$ cat src/rtl/amhq_pkg.sv
package amhq_pkg;

    localparam int CAPACITY_DEF      = 64;
    localparam int PAYLOAD_WIDTH_DEF = 32;
    localparam int PRIO_W            = 32;

    typedef enum logic [1:0] {
        OP_INSERT = 2'd0,
        OP_UPDATE = 2'd1,
        OP_REMOVE = 2'd2,
        OP_NONE   = 2'd3
    } t_op;

    typedef enum logic [1:0] {
        ST_OK      = 2'd0,
        ST_FULL    = 2'd1,
        ST_EMPTY   = 2'd2,
        ST_BAD_HDL = 2'd3
    } t_status;

endpackage

$ cat src/rtl/amhq_hfree.sv
// Lowest free handle finder: scans the live bits one handle per cycle.
module amhq_hfree #(
    parameter int CAPACITY = amhq_pkg::CAPACITY_DEF,
    localparam int HW = (CAPACITY > 1) ? $clog2(CAPACITY) : 1
) (
    input  logic                i_clk,
    input  logic                i_rst_n,
    input  logic                i_start,
    input  logic [CAPACITY-1:0] i_live,
    output logic                o_done,
    output logic                o_found,
    output logic [HW-1:0]       o_handle
);

    logic          r_busy;
    logic [HW:0]   r_idx;

    // Step through the handles until a free one or the end is reached.
    always_ff @(posedge i_clk) begin
        if (!i_rst_n) begin
            r_busy <= 1'b0;
            r_idx  <= '0;
        end else if (i_start) begin
            r_busy <= 1'b1;
            r_idx  <= '0;
        end else if (r_busy && !o_done) begin
            r_idx <= r_idx + (HW+1)'(1);
        end else begin
            r_busy <= 1'b0;
        end
    end

    always_comb begin
        o_found  = (r_idx < (HW+1)'(CAPACITY)) && !i_live[r_idx[HW-1:0]];
        o_done   = r_busy && (o_found || (r_idx >= (HW+1)'(CAPACITY)));
        o_handle = r_idx[HW-1:0];
    end

endmodule

$ cat config.mk
export PLATFORM = sky130hd
export DESIGN_NAME = amhq_hfree
export DESIGN_NICKNAME = d
export VERILOG_FILES = /design/src/rtl/amhq_pkg.sv /design/src/rtl/amhq_hfree.sv
export SDC_FILE = /design/constraint.sdc
export NUM_CORES = 1
export LEC_CHECK = 0
export ABC_AREA = 1
export BUFFER_PORTS_ARGS = -buffer_cell sky130_fd_sc_hd__buf_2
export CORE_ASPECT_RATIO = 1.4
export CORE_MARGIN = 1
export CORE_UTILIZATION = 40
export CTS_CLUSTER_DIAMETER = 200
export CTS_CLUSTER_SIZE = 40
export DETAILED_ROUTE_END_ITERATION = 16
export PLACE_DENSITY = 0.8
export SYNTH_ARGS = -nofsm -noshare
export SYNTH_HDL_FRONTEND = slang
export SYNTH_SLANG_ARGS = --single-unit
$ cat constraint.sdc
create_clock -name i_clk -period 1.57 [get_ports i_clk]
set_input_delay 0.3925 -clock i_clk [delete_from_list [all_inputs] [get_ports i_clk]]
set_output_delay 0.3925 -clock i_clk [all_outputs]
set_load 0.05 [all_outputs]
# Yosys cells after proc, flatten, opt, wreduce, memory -nomap -nowiden
# Cells that the tools add are included.
# word_totals
ff_bits	8
in_bits	67
output_inout_bits	8
word_cells	19
# op_classes
n_addsub	1
order_cmp	3
n_eq_ne	1
muxes	4
n_bitwise	1
n_reduce_logical	7
# ops
operator	n
7-bit by 1-bit adder with 7-bit output (second input constant)	1
7-bit greater-or-equal comparator (second input constant)	1
6-bit by 7-bit < comparator with 1-bit output (second input constant)	1
7-bit < comparator (second input constant)	1
1-bit binary-select mux with 6-bit select	1
1-bit logical AND	3
1-bit two-way mux	3
1-bit zero test	2
2-bit inequality test (second input constant)	1
2-bit OR reduction	1
1-bit logical OR	1
1-bit inverter	1

# Logic depth before layout (Yosys ltp)
# logic_depth
depth_word	10
mapped_depth	18
ltp_nobuf	16

# Least setup slack after synthesis
# Ideal clock, no wire load.
# synth_path
path_type	register to output
from	reg r_idx[0]
to	out o_done
t_arrival_ps	2349
t_required_ps	1177
path_slack_ps	-1171
path_stages_with_launch	11
n_path_buf	2
path_cell_list	dfxtp_1 -> buf_6 -> inv_6 -> buf_2 -> o21ai_0 -> nand3_1 -> nand3_1 -> nand2_1 -> nand3_2 -> nand2_4 -> a21boi_0
# synth_via
elab_chain_cells	6
word_cells_on_any_way	8
cone_classes	2 x order compare; 2 x mux; 4 x reduce/logical
# synth_rtl
element	line	source
start, declared	amhq_hfree.sv:16	logic [HW:0] r_idx;
start signal, assigned	amhq_hfree.sv:27	r_idx <= r_idx + (HW+1)'(1);
1-bit binary-select mux with 6-bit select	amhq_hfree.sv:34	o_found = (r_idx < (HW+1)'(CAPACITY)) && !i_live[r_idx[HW-1:0]];
1-bit two-way mux (implied by the code)	amhq_hfree.sv:34	
1-bit zero test	amhq_hfree.sv:34	
1-bit logical AND	amhq_hfree.sv:34	
1-bit logical OR (*)	amhq_hfree.sv:35	o_done = r_busy && (o_found || (r_idx >= (HW+1)'(CAPACITY)));
1-bit logical AND (*)	amhq_hfree.sv:35	
end, declared	amhq_hfree.sv:10	output logic o_done,
# Mark *: on every way between the ends. The rest lies on a longest branch, timed or not. The select of a mux whose other input is x is not followed.

# Worst setup path in the final report
# Same ends and word-level chain as after synthesis.

==> results.ini <==
[synthesis]
synth_cell_types = 27
synth_area_um2 = 1290
syn_nets = 314
synth_warnings = 0
netlist_instances = 246
seq_area_frac_synth_pct = 12.4
postSynthAreaPerCell_um2 = 5.25
ys_seq_elements = 8

[worst_setup_path]
crit_path_end_kind = output port
arrival_ps = 1720
path_cells = buf_4 > nand2_1 > nand3_1 > nand2_1 > nand2_1 > nand2_1 > inv_1 > nand2_1 > nand2_1 > nand2_1 > inv_2 > nand2_4 > a21boi_4 > buf_6
r2r_setup_slack_ps = -180
ff2ff_path_depth = 13
crit_path_start_kind = flop
timing.rr.end = r_idx[1]
cp_slowest_cell = dfxtp_4
cp.required_ps = 1180
max_stage_delay_ps = 390
cpMostUsedCell = nand2_1
crit_buf_inv = 4
r2r-start = r_idx[0]
worstPathMaxFanout = 10
critPathKind = reg2out
critPathTopFamily = simple AND/OR/NAND/NOR gates

[route]
detail_route.first_pass.iterations = 4
antenna_left = 0
wl_per_cell_um = 9.65
via_per_inst = 4.69
drc_errors = 0
routed-via-count = 1698
first_iter_violations = 54
totalWireLength_um = 3500

[min_path]
hold_end = r_busy
min_path_type = in2reg
whs_path_depth = 3
hp-start = i_rst_n

[floorplan]
rows = 24
dieArea_um2 = 3470
die_y_um = 69.3
ios = 75
start_util_pct = 41.8
die_w_um = 50.0
coreArea_um2 = 3090

[final_layout]
stdcell_area_um2 = 1800
final_cells = 362
syn_to_final_growth_pct = 39.2
drive_above_1_share_pct = 32.8
final_net_count = 393
antenna-diode-count = 0

[power]
clkPwrFrac_pct = 33.7
leakage_nw = 1.08
p_int_mw = 0.505
switching_share_pct = 30.8
power_frac_comb_pct = 37.4
power_mw = 0.729
peakVddDrop_mv = 0.507
seqPwrFrac_pct = 28.9
netSwitchingPower_mw = 0.224
power_density_nw_per_um2 = 405

[global_route]
grt-ovfl-total = 0
grt.total_usage_pct = 21.1
grt_pass1_wl_um = 5860
grt_start_max_net_pins = 34
grt_pass1_vias = 1488
antenna_found_initial = 0

[flow_run]
max-cap-violations = 0

[sta]
timing.setup.tns_ps = -2210
worstMarginPinSlew_ps = 300
finalSetupViolations = 10
fin_worst_skew_ps = 1.83
drv_slew = 0
rsz0062_at_grt = yes
hold_violations = 0
slew_headroom_pct = 79.8
fmaxAchievable_mhz = 474
period_minus_slack_ps = 2110
finalCritPeriodShare_pct = 134
hold_ws_ps = 397
setup_ws_ps = -539

[clocking]
cts.path.max_buffers = 2
worstSkewPairLatency_ps = 230
htree_levels = 1
cts_tree = done
root_buffer = clkbuf_8
numCtsBuffers = 3
cts_sinks = 8
cts.reportedPaths.clkPinSlew_ps = 40
post_cts_buffers = 0
cts_hold_buf = 0

[placed_design]
postPlaceCellArea_um2 = 1740
port-buffer-count = 74
place_inst = 359
gp_congestion = 0.808
hpwl_um = 2810

[outcome]
violations = setup timing
status = finished, violations left

-- synthesized netlist by cell type (all sizes together) --
| master | count | area (um2) |
|---|---|---|
| dfxtp | 8 | 160 |
| inv | 39 | 154 |
| o21ai | 10 | 50.0 |
| nand4 | 5 | 31.3 |
| nor3b | 1 | 7.51 |
| nand3 | 32 | 178 |
| a31oi | 1 | 6.26 |
| clkbuf | 1 | 3.75 |
| buf | 17 | 149 |
| nor4 | 1 | 6.26 |
| nand2 | 91 | 352 |
| a21oi | 7 | 35.0 |
| a21boi | 2 | 15.0 |
| xor2 | 4 | 35.0 |
| nor2 | 26 | 97.6 |
| ha | 1 | 12.5 |
-- worst max path at each step --
stage	start	end	cells after the start
global route	r_idx[0]	o_done	14
floorplan	r_idx[0]	o_done	15
CTS	r_idx[0]	o_done	14
global placement	r_idx[0]	o_done	12
finish	r_idx[0]	o_done	14
detailed placement	r_idx[0]	o_done	14
-- power groups by stage --
stage,Combinational (mW),Clock [mW],Sequential [mW]
floorplan,0.163,0,0.212
global placement,0.267,0,0.215
detailed placement,0.268,0,0.215
CTS,0.276,0.254,0.211
global route,0.307,0.265,0.211
finish,0.273,0.245,0.211
-- logic make-up after synthesis --
logic type               share of synthesized area, %
adder cells (fa/ha/maj)                         0.968
AND/OR/NAND/NOR                                  52.0
AO/OA/AOI/OAI                                    8.23
buffers and inverters                            23.7
XOR/XNOR                                         2.71
flip-flops                                       12.4
-- worst min-delay path, cell delays in order --
cell     delay [ps]
buf_2            90
inv_1            60
a21oi_1          40
-- stage by stage --
stage / util (%) / worst slack (ps)
floorplan: - / -375
global placement: 56.2 / -381
detailed placement: 56.2 / -401
CTS: 58.2 / -557
global route: 58.2 / -715
finish: 58.2 / -539
-- metal layers --
metal | routed length, um | global-route usage, %
met1 | 1410 | 22.5
met2 | 1840 | 38.5
met3 | 156 | 2.19
met4 | 89 | 12.1
met5 | 0 | 0
-- sequential cells by signal (all words and copies together), names as in the netlist --
signal / cells
r_busy: 1
r_idx: 7
-- layout by cell type, fill, tap and decap left out, types with 2 or more instances in the layout --
master	instances
nand3_1	30
buf_2	72
nand2_1	89
clkbuf_8	3
buf_4	16
o21ai_0	4
a21oi_1	7
o21ai_1	6
buf_12	2
xor2_1	4
inv_1	36
dfxtp_1	6
nor2_1	25
nand4_1	5
buf_6	2
-- final cells by class --
class                      count  area [um2]
fill                         338        1290
multi-input combinational    181         845
timing repair buffer          92         543
sequential                     8         165
inverter                      39         156
tap                           39        48.8
clock buffer                   3        41.3
-- repair_timing --
item / CTS / global route
pin swaps: 1 / 0
setup endpoints to repair: 10 / 10
endpoints found under the hold margin: 0 / 0
resized for setup: 7 / 0
Power figures use the tool's default switching activity.
